$ cat config.mk
export PLATFORM = sky130hd
export DESIGN_NAME = region_overlay_splitter_unit
export DESIGN_NICKNAME = d
export VERILOG_FILES = /design/src/ros_pkg.sv /design/src/ros_ram.sv /design/src/region_overlay_splitter_unit.sv
export SDC_FILE = /design/constraint.sdc
export NUM_CORES = 2
export LEC_CHECK = 0
export BUFFER_PORTS_ARGS = -buffer_cell sky130_fd_sc_hd__buf_2
export CORE_MARGIN = 2
export CORE_UTILIZATION = 59
export CTS_BUF_LIST = sky130_fd_sc_hd__clkbuf_4 sky130_fd_sc_hd__clkbuf_8
export CTS_CLUSTER_DIAMETER = 200
export DETAILED_ROUTE_END_ITERATION = 8
export PLACE_DENSITY_LB_ADDON = 0.1
export SYNTH_ARGS = -nofsm -noshare
export SYNTH_HDL_FRONTEND = slang
export SYNTH_SLANG_ARGS = --single-unit
export TNS_END_PERCENT = 100
$ cat constraint.sdc
create_clock -name clk -period 14.4 [get_ports clk]
set_input_delay 0.72 -clock clk [delete_from_list [all_inputs] [get_ports clk]]
set_output_delay 0.72 -clock clk [all_outputs]
set_load 0.005 [all_outputs]
$ cat src/ros_pkg.sv
// Package for the region overlay splitter: request and result structs, op and
// register codes, type-code lookup functions. No dependencies.
package ros_pkg;

  localparam logic [1:0] OP_LOAD    = 2'd0;
  localparam logic [1:0] OP_PROCESS = 2'd1;
  localparam logic [1:0] OP_FLUSH   = 2'd2;

  localparam logic       REG_OUT_CAPACITY   = 1'b0;
  localparam logic       REG_REGISTRY_USED  = 1'b1;

  localparam logic [2:0] CLASS_FREE     = 3'd0;
  localparam logic [2:0] CLASS_BOOT     = 3'd1;
  localparam logic [2:0] CLASS_RESERVED = 3'd3;

  localparam logic [15:0] CAPACITY_RESET = 16'd256;

  typedef struct packed {
    logic [1:0]  op;
    logic [3:0]  entry_index;
    logic [31:0] start_page;
    logic [31:0] page_total;
    logic [3:0]  overlay_kind;
    logic [2:0]  region_class;
  } in_req_t;

  typedef struct packed {
    logic        has_entry;
    logic [4:0]  mem_type;
    logic [31:0] first_page;
    logic [31:0] span_pages;
    logic        last;
    logic [15:0] entries_so_far;
  } out_rsp_t;

  // Overlay slot as stored in the overlay memory.
  typedef struct packed {
    logic [3:0]  kind;
    logic [31:0] count;
    logic [31:0] base;
  } ovl_word_t;

  // Descriptor as stored in the result memory.
  typedef struct packed {
    logic [4:0]  mem_type;
    logic [31:0] base;
    logic [31:0] pages;
  } desc_t;

  function automatic logic [4:0] kind_code(input logic [3:0] k);
    logic [4:0] r;
    case (k)
      4'd0: r = 5'd9;
      4'd1: r = 5'd10;
      4'd2: r = 5'd11;
      4'd3: r = 5'd19;
      4'd4: r = 5'd21;
      4'd5: r = 5'd17;
      4'd6: r = 5'd20;
      4'd7: r = 5'd6;
      4'd8: r = 5'd5;
      default: r = 5'd2;
    endcase
    return r;
  endfunction

  function automatic logic [4:0] class_code(input logic [2:0] c);
    logic [4:0] r;
    case (c)
      CLASS_FREE: r = 5'd2;
      CLASS_BOOT: r = 5'd5;
      default:    r = 5'd6;
    endcase
    return r;
  endfunction

endpackage

$ cat src/ros_ram.sv
// Simple dual-port synchronous RAM, one write and one registered read port.
// No dependencies.
module ros_ram #(
  parameter int DEPTH = 16,
  parameter int WIDTH = 8,
  parameter int AW    = (DEPTH > 1) ? $clog2(DEPTH) : 1
) (
  input  logic             clk,
  input  logic             we,
  input  logic [AW-1:0]    waddr,
  input  logic [WIDTH-1:0] wdata,
  input  logic [AW-1:0]    raddr,
  output logic [WIDTH-1:0] rdata
);

  logic [WIDTH-1:0] mem [DEPTH];

  always_ff @(posedge clk) begin
    if (we) begin
      mem[waddr] <= wdata;
    end
    rdata <= mem[raddr];
  end

endmodule

$ cat src/region_overlay_splitter_unit.sv
// Top level of the region overlay splitter: control sequencer, pending entry,
// overlay memory and result memory (ros_ram). Depends on ros_pkg, ros_ram.
//
//  channel   dir  handshake            payload
//  in        in   in_valid/in_ready    in_req  (in_req_t)
//  out       out  out_valid/out_ready  out_rsp (out_rsp_t)
//  cfg       in   cfg_we               cfg_index, cfg_data
//
// A load or flush request is handled in the idle state. A region request
// runs a loop: a scan reads one overlay slot per cycle (registered read,
// none when no slot is in use); the leading gap, if any, and the overlap
// found are then placed, or the rest of the region if none is found; each
// emitted descriptor then drains via a result memory read and load. Reset is
// synchronous and clears control state and the pending entry; memories are
// not cleared. A stalled output holds the sequencer in its drain step and
// keeps in_ready low.
module region_overlay_splitter_unit
  import ros_pkg::*;
#(
  parameter int OVERLAY_ENTRIES = 16
) (
  input  logic       clk,
  input  logic       rst,
  input  logic       in_valid,
  output logic       in_ready,
  input  in_req_t    in_req,
  output logic       out_valid,
  input  logic       out_ready,
  output out_rsp_t   out_rsp,
  input  logic       cfg_we,
  input  logic       cfg_index,
  input  logic [15:0] cfg_data
);

  localparam int IW        = (OVERLAY_ENTRIES > 1) ? $clog2(OVERLAY_ENTRIES) : 1;
  localparam int RES_DEPTH = 2 * OVERLAY_ENTRIES + 1;
  localparam int RAW       = $clog2(RES_DEPTH);
  localparam int RW        = $clog2(RES_DEPTH + 1);
  localparam logic [4:0] SLOTS = 5'(OVERLAY_ENTRIES);

  typedef enum logic [4:0] {
    S_IDLE  = 5'b00001,
    S_SCAN  = 5'b00010,
    S_PLACE = 5'b00100,
    S_RD    = 5'b01000,
    S_LD    = 5'b10000
  } state_t;

  state_t      state;
  logic [15:0] out_capacity;
  logic [4:0]  registry_used;

  // Current region walk.
  logic [31:0] cursor;
  logic [31:0] end_page;
  logic [4:0]  coarse;

  // Overlay scan and best-overlap tracking.
  logic [4:0]  scan_idx;
  logic        rd_vld;
  logic [31:0] best_start;
  logic [31:0] best_end;
  logic [4:0]  best_type;
  logic        found;

  // Pending entry.
  logic        pend_valid;
  logic [4:0]  pend_type;
  logic [31:0] pend_base;
  logic [31:0] pend_pages;
  logic [15:0] entry_count;

  // Result buffer bookkeeping.
  logic [RW-1:0] res_n;
  logic [RW-1:0] drain_idx;

  ovl_word_t ovl_rdata;
  desc_t     res_rdata;

  logic        in_fire;
  logic        ovl_we;
  logic [4:0]  used_lim;
  logic        issue;
  logic [31:0] req_end;
  logic        req_skip;

  logic [31:0] rb, re, os, oe;
  logic        better;

  logic [4:0]  p_type;
  logic [31:0] p_base;
  logic [31:0] p_pages;
  logic        p_finish;
  logic        p_gap;
  logic        add_ok;
  logic        merge;
  logic        emit;
  logic [RW-1:0] res_n_next;
  logic        out_free;
  logic        out_load;

  assign in_fire  = in_valid && in_ready;
  assign out_free = !out_valid || out_ready;
  assign in_ready = (state == S_IDLE) && out_free;

  // Load the output register on a flush or on a drained descriptor.
  assign out_load = (in_fire && (in_req.op == OP_FLUSH)) || ((state == S_LD) && out_free);

  assign ovl_we   = in_fire && (in_req.op == OP_LOAD) && ({1'b0, in_req.entry_index} < SLOTS);
  assign used_lim = (registry_used > SLOTS) ? SLOTS : registry_used;
  assign issue    = scan_idx < used_lim;
  assign req_end  = in_req.start_page + in_req.page_total;
  assign req_skip = (in_req.region_class == CLASS_RESERVED) || (in_req.page_total == 32'd0) ||
                    (req_end <= in_req.start_page);

  // Intersection of the slot read back with the rest of the region.
  always_comb begin
    rb     = ovl_rdata.base;
    re     = ovl_rdata.base + ovl_rdata.count;
    os     = (rb > cursor) ? rb : cursor;
    oe     = (re < end_page) ? re : end_page;
    better = rd_vld && (os < oe) && (os < best_start);
  end

  // Choose the next piece: trailing gap, leading gap, or the overlap.
  always_comb begin
    p_gap = 1'b0;
    if (!found) begin
      p_type   = coarse;
      p_base   = cursor;
      p_pages  = end_page - cursor;
      p_finish = 1'b1;
    end else if (best_start != cursor) begin
      p_type   = coarse;
      p_base   = cursor;
      p_pages  = best_start - cursor;
      p_finish = 1'b0;
      p_gap    = 1'b1;
    end else begin
      p_type   = best_type;
      p_base   = best_start;
      p_pages  = best_end - best_start;
      p_finish = (best_end == end_page);
    end
    add_ok     = (p_pages != 32'd0) && (entry_count < out_capacity);
    merge      = pend_valid && (pend_type == p_type) && ((pend_base + pend_pages) == p_base);
    emit       = (state == S_PLACE) && add_ok && !merge && pend_valid;
    res_n_next = emit ? res_n + RW'(1) : res_n;
  end

  ros_ram #(
    .DEPTH (OVERLAY_ENTRIES),
    .WIDTH ($bits(ovl_word_t))
  ) u_ovl_ram (
    .clk   (clk),
    .we    (ovl_we),
    .waddr (IW'(in_req.entry_index)),
    .wdata ({in_req.overlay_kind, in_req.page_total, in_req.start_page}),
    .raddr (scan_idx[IW-1:0]),
    .rdata (ovl_rdata)
  );

  // Written only while placing, read data used only while draining: no overlap.
  ros_ram #(
    .DEPTH (RES_DEPTH),
    .WIDTH ($bits(desc_t))
  ) u_res_ram (
    .clk   (clk),
    .we    (emit),
    .waddr (res_n[RAW-1:0]),
    .wdata ({pend_type, pend_base, pend_pages}),
    .raddr (drain_idx[RAW-1:0]),
    .rdata (res_rdata)
  );

  always_ff @(posedge clk) begin
    if (rst) begin
      state         <= S_IDLE;
      out_capacity  <= CAPACITY_RESET;
      registry_used <= 5'd0;
      pend_valid    <= 1'b0;
      pend_type     <= 5'd0;
      pend_base     <= 32'd0;
      pend_pages    <= 32'd0;
      entry_count   <= 16'd0;
      out_valid     <= 1'b0;
      rd_vld        <= 1'b0;
      scan_idx      <= 5'd0;
      found         <= 1'b0;
      res_n         <= '0;
      drain_idx     <= '0;
    end else begin
      if (cfg_we) begin
        case (cfg_index)
          REG_OUT_CAPACITY:  out_capacity  <= cfg_data;
          REG_REGISTRY_USED: registry_used <= cfg_data[4:0];
          default: ;
        endcase
      end

      if (out_load) begin
        out_valid <= 1'b1;
      end else if (out_ready) begin
        out_valid <= 1'b0;
      end

      case (state)
        S_IDLE: begin
          if (in_fire && in_req.op == OP_FLUSH) begin
            // Flush: report pending entry and count, then start a new list.
            out_rsp.has_entry      <= pend_valid;
            out_rsp.mem_type       <= pend_valid ? pend_type : 5'd0;
            out_rsp.first_page     <= pend_valid ? pend_base : 32'd0;
            out_rsp.span_pages     <= pend_valid ? pend_pages : 32'd0;
            out_rsp.last           <= 1'b1;
            out_rsp.entries_so_far <= entry_count;
            pend_valid  <= 1'b0;
            pend_type   <= 5'd0;
            pend_base   <= 32'd0;
            pend_pages  <= 32'd0;
            entry_count <= 16'd0;
          end else if (in_fire && in_req.op == OP_PROCESS && !req_skip) begin
            cursor     <= in_req.start_page;
            end_page   <= req_end;
            coarse     <= class_code(in_req.region_class);
            res_n      <= '0;
            scan_idx   <= 5'd0;
            rd_vld     <= 1'b0;
            best_start <= req_end;
            best_end   <= req_end;
            found      <= 1'b0;
            state      <= S_SCAN;
          end
        end

        S_SCAN: begin
          // Advance one slot per cycle; evaluate the slot read last cycle.
          if (issue) begin
            scan_idx <= scan_idx + 5'd1;
          end
          rd_vld <= issue;
          if (better) begin
            best_start <= os;
            best_end   <= oe;
            best_type  <= kind_code(ovl_rdata.kind);
            found      <= 1'b1;
          end
          if (!issue && !rd_vld) begin
            state <= S_PLACE;
          end
        end

        S_PLACE: begin
          if (add_ok) begin
            if (merge) begin
              pend_pages <= pend_pages + p_pages;
            end else begin
              pend_valid  <= 1'b1;
              pend_type   <= p_type;
              pend_base   <= p_base;
              pend_pages  <= p_pages;
              entry_count <= entry_count + 16'd1;
            end
          end
          res_n <= res_n_next;
          if (p_gap) begin
            cursor <= best_start;
          end else if (p_finish) begin
            drain_idx <= '0;
            state     <= (res_n_next == '0) ? S_IDLE : S_RD;
          end else begin
            // Overlap placed, rescan from its end.
            cursor     <= best_end;
            scan_idx   <= 5'd0;
            rd_vld     <= 1'b0;
            best_start <= end_page;
            best_end   <= end_page;
            found      <= 1'b0;
            state      <= S_SCAN;
          end
        end

        S_RD: begin
          state <= S_LD;
        end

        S_LD: begin
          // Hold until the output register is free.
          if (out_free) begin
            out_rsp.has_entry      <= 1'b1;
            out_rsp.mem_type       <= res_rdata.mem_type;
            out_rsp.first_page     <= res_rdata.base;
            out_rsp.span_pages     <= res_rdata.pages;
            out_rsp.last           <= (drain_idx == res_n - RW'(1));
            out_rsp.entries_so_far <= entry_count;
            drain_idx              <= drain_idx + RW'(1);
            state <= (drain_idx == res_n - RW'(1)) ? S_IDLE : S_RD;
          end
        end

        default: state <= S_IDLE;
      endcase
    end
  end

endmodule

==> impl_metrics.env <==
export IMPL_outcome="complete, no violations"
export IMPL_powerDensity_nw_per_um2=134
export IMPL_critical_path_arrival_ps=10750
export IMPL_async_flop_share_pct=0
export IMPL_clk_path_buf_depth=4
export IMPL_ir_drop_mv=0.101
export IMPL_clkTransAtPathRegs_ps=60
export IMPL_fin_tns_setup_ps=0
export IMPL_cts_root_buf="clkbuf_8"
export IMPL_rows=192
export IMPL_grt_overflow=0
export IMPL_syn_instance_count=9087
export IMPL_ioPinCount=188
export IMPL_timing_final_crit_share_pct=69.2
export IMPL_r2r_setup_slack_ps=4440
export IMPL_drt_iter0_markers=10500
export IMPL_period_minus_slack_ps=9960
export IMPL_numCtsBuffers=611
export IMPL_end_kind="flip-flop"
export IMPL_die_y_um=529
export IMPL_die_w_um=529
export IMPL_dp_hpwl_um=259000
export IMPL_yosysSeqAreaShare_pct=69.6
export IMPL_fp_dieArea_um2=280000
export IMPL_leakage_nw=60.9
export IMPL_synth_edff_count=3588
export IMPL_hold_violations=0
export IMPL_cts_tree="yes"
export IMPL_synth_distinct_cells=89
export IMPL_viasPerCell=6.48
export IMPL_drc_errors=0
export IMPL_grt_pass1_vias=91000
export IMPL_vias=90100
export IMPL_drv_cap=0
export IMPL_hold_path_class="in -> reg"
export IMPL_syn_cell_area_um2=162000
export IMPL_grt_pass1_wl_um=625000
export IMPL_fin_nets=10300
export IMPL_mostFrequentLayoutCells="edfxtp_1, mux4_2, clkbuf_8, nand2_1, ha_1"
export IMPL_worstSetupPathType="reg -> reg"
export IMPL_grtUsageTotal_pct=31.1
export IMPL_slew_viol_final=0
export IMPL_drt_total_wl_um=435000
export IMPL_layout_commonest_cell="edfxtp_1"
export IMPL_ctsResizeCount=0
export IMPL_crit_path_start_kind="flip-flop"
export IMPL_critPathRequiredTime_ps=15180
export IMPL_place_congestion=0.954
export IMPL_yosys_warnings=0
export IMPL_finalClockSkew_ps=118
export IMPL_cts_sinks=3857
export IMPL_final_area_um2=182000
export IMPL_routedWlPerCell_um=31.3
export IMPL_antenna_found_initial=9
export IMPL_antenna_left=0
export IMPL_synthFlopType="edfxtp_1"
export IMPL_grt_max_degree=145
export IMPL_synth_nets=9591
export IMPL_first_pass_iters=6
export IMPL_start_util_pct=59.3
export IMPL_synth_area_per_cell_um2=17.9
export IMPL_setup_viol=0
export IMPL_cts_htree_levels=6
export IMPL_syn_to_final_growth_pct=12.3
export IMPL_port_buffers=187
export IMPL_rsz0062_at_grt="no"
export IMPL_drive_above_1_share_pct=25.0
export IMPL_post_route_util_pct=66.6
export IMPL_worst_path_max_fanout=64
export IMPL_place_area_um2=169000
export IMPL_synth_seq_cells=3857
export IMPL_slowest_stage="a211oi_1"
export IMPL_slowest_delay_ps=770
export IMPL_max_freq_mhz=100
export IMPL_clock_latency_ps=1250
export IMPL_coreArea_um2=274000
export IMPL_worst_pin_slew_ps=1450
export IMPL_relSlewSlack_pct=3.39
export IMPL_cp_common_cell="a21o_1"
layer usage:
layer | wire [um] | up-vias | GRT usage [%] | part of all wire, %
met1 | 172000 | 46900 | 42.8 | 40
met3 | 32600 | 734 | 4.45 | 7.5
li1 | - | 38300 | - | -
met4 | 14600 | 2 | 10.5 | 3.4
met2 | 216000 | 4185 | 51.8 | 50
met5 | 13 | - | 0 | 0.0030
cells in the mapped netlist, types with 29 or more instances:
library cell     n  area share [%]
edfxtp_1      3588              66
mux4_2        1030              14
nand2_1        578             1.3
ha_1           398             3.1
a21oi_1        382             1.2
nor2_1         367            0.85
o21ai_0        295            0.91
clkbuf_1       275            0.64
dfxtp_1        269             3.3
inv_1          219            0.51
xnor2_1        174            0.94
mux2i_1        155            0.95
nand3_1        147            0.45
a21o_1         139            0.64
buf_1          102            0.24
nor3_1          86            0.26
xor2_1          78            0.42
nand4_1         70            0.27
a211oi_1        55            0.25
nand2b_1        52            0.20
nor2b_1         49            0.19
o21a_1          43            0.20
or3_1           42            0.16
a22oi_1         39            0.18
a31oi_1         37            0.14
and3_1          33            0.13
nor4_1          30            0.12
o211ai_1        29            0.13
registers in the layout (all words and copies together) (netlist names), 6 cells and up:
register	count
u_res_ram.mem	2277
u_ovl_ram.mem	1088
out_rsp	87
u_res_ram.rdata	69
u_ovl_ram.rdata	68
best_end	32
best_start	32
cursor	32
end_page	32
pend_base	32
pend_pages	32
entry_count	16
out_capacity	16
drain_idx	6
res_n	6
timing repair:
action / 4_1_cts / 5_1_grt
buffers inserted: 0 / 0
endpoints found under the hold margin: 1122 / 0
hold buffers: 108 / 0
report_power, final:
group          internal (W)  leakage [nW]  switching, W  total (W)
Sequential           0.0124          35.3      0.000119     0.0125
Combinational      0.000875          18.8       0.00154    0.00242
Clock               0.00521          6.73       0.00438    0.00960
kinds of logic (layout without fill, tap and decap cells):
kind of cell,count (synthesis),count (layout),share of synthesized area [%]
adder cells (fa/ha/maj),405,405,3.15
AO/OA/AOI/OAI,1215,1215,4.67
AND/OR/NAND/NOR,1538,1538,4.39
multiplexers,1193,1193,15.3
buffers and inverters,625,1858,1.49
XOR/XNOR,254,254,1.38
flip-flops,3857,3857,69.6
other,0,9,0
path summary, 6_finish.rpt:
kind,cells past startpoint,start,endpoint
setup / recovery,41,u_ovl_ram.rdata[1],best_start[14]
hold / removal,3,in_req[71],u_ovl_ram.mem[8][67]
setup reg to reg,41,u_ovl_ram.rdata[1],best_start[14]
hold reg to reg,2,u_res_ram.mem[32][39],u_res_ram.rdata[39]
stage by stage:
step / worst slack (ps) / cells / hold WS [ps] / total power [W]
3_5_place_dp: 4510 / 12700 / 431 / 0.0151
4_1_cts: 4450 / 13900 / 104 / 0.0246
2_1_floorplan: 542 / 9087 / 422 / 0.0143
6_report: 4440 / 13900 / 225 / 0.0245
5_1_grt: 3650 / 13900 / 180 / 0.0253
3_3_place_gp: 4510 / 12700 / 428 / 0.0151
final cells by class:
| cell class | instances | area [um2] |
|---|---|---|
| Inverter | 219 | 827 |
| Multi-Input combinational cell | 4605 | 47400 |
| Sequential cell | 3857 | 113000 |
| Tap cell | 3589 | 4490 |
| Clock buffer | 894 | 10900 |
| Antenna cell | 9 | 22.5 |
| Clock inverter | 218 | 1850 |
| Fill cell | 18400 | 91400 |
| Timing Repair Buffer | 527 | 3850 |
critical path: cells and delay by family (launching register included):
kind,cells,cell delay [ps]
AOI/OAI and AO/OA,26,5760
buffers and inverters,2,980
and+or+nand+nor,8,960
adders and majority gates,3,860
DFF,1,420
muxes,1,270
xor gates and xnor gates,1,210
Power figures use the tool's default switching activity.
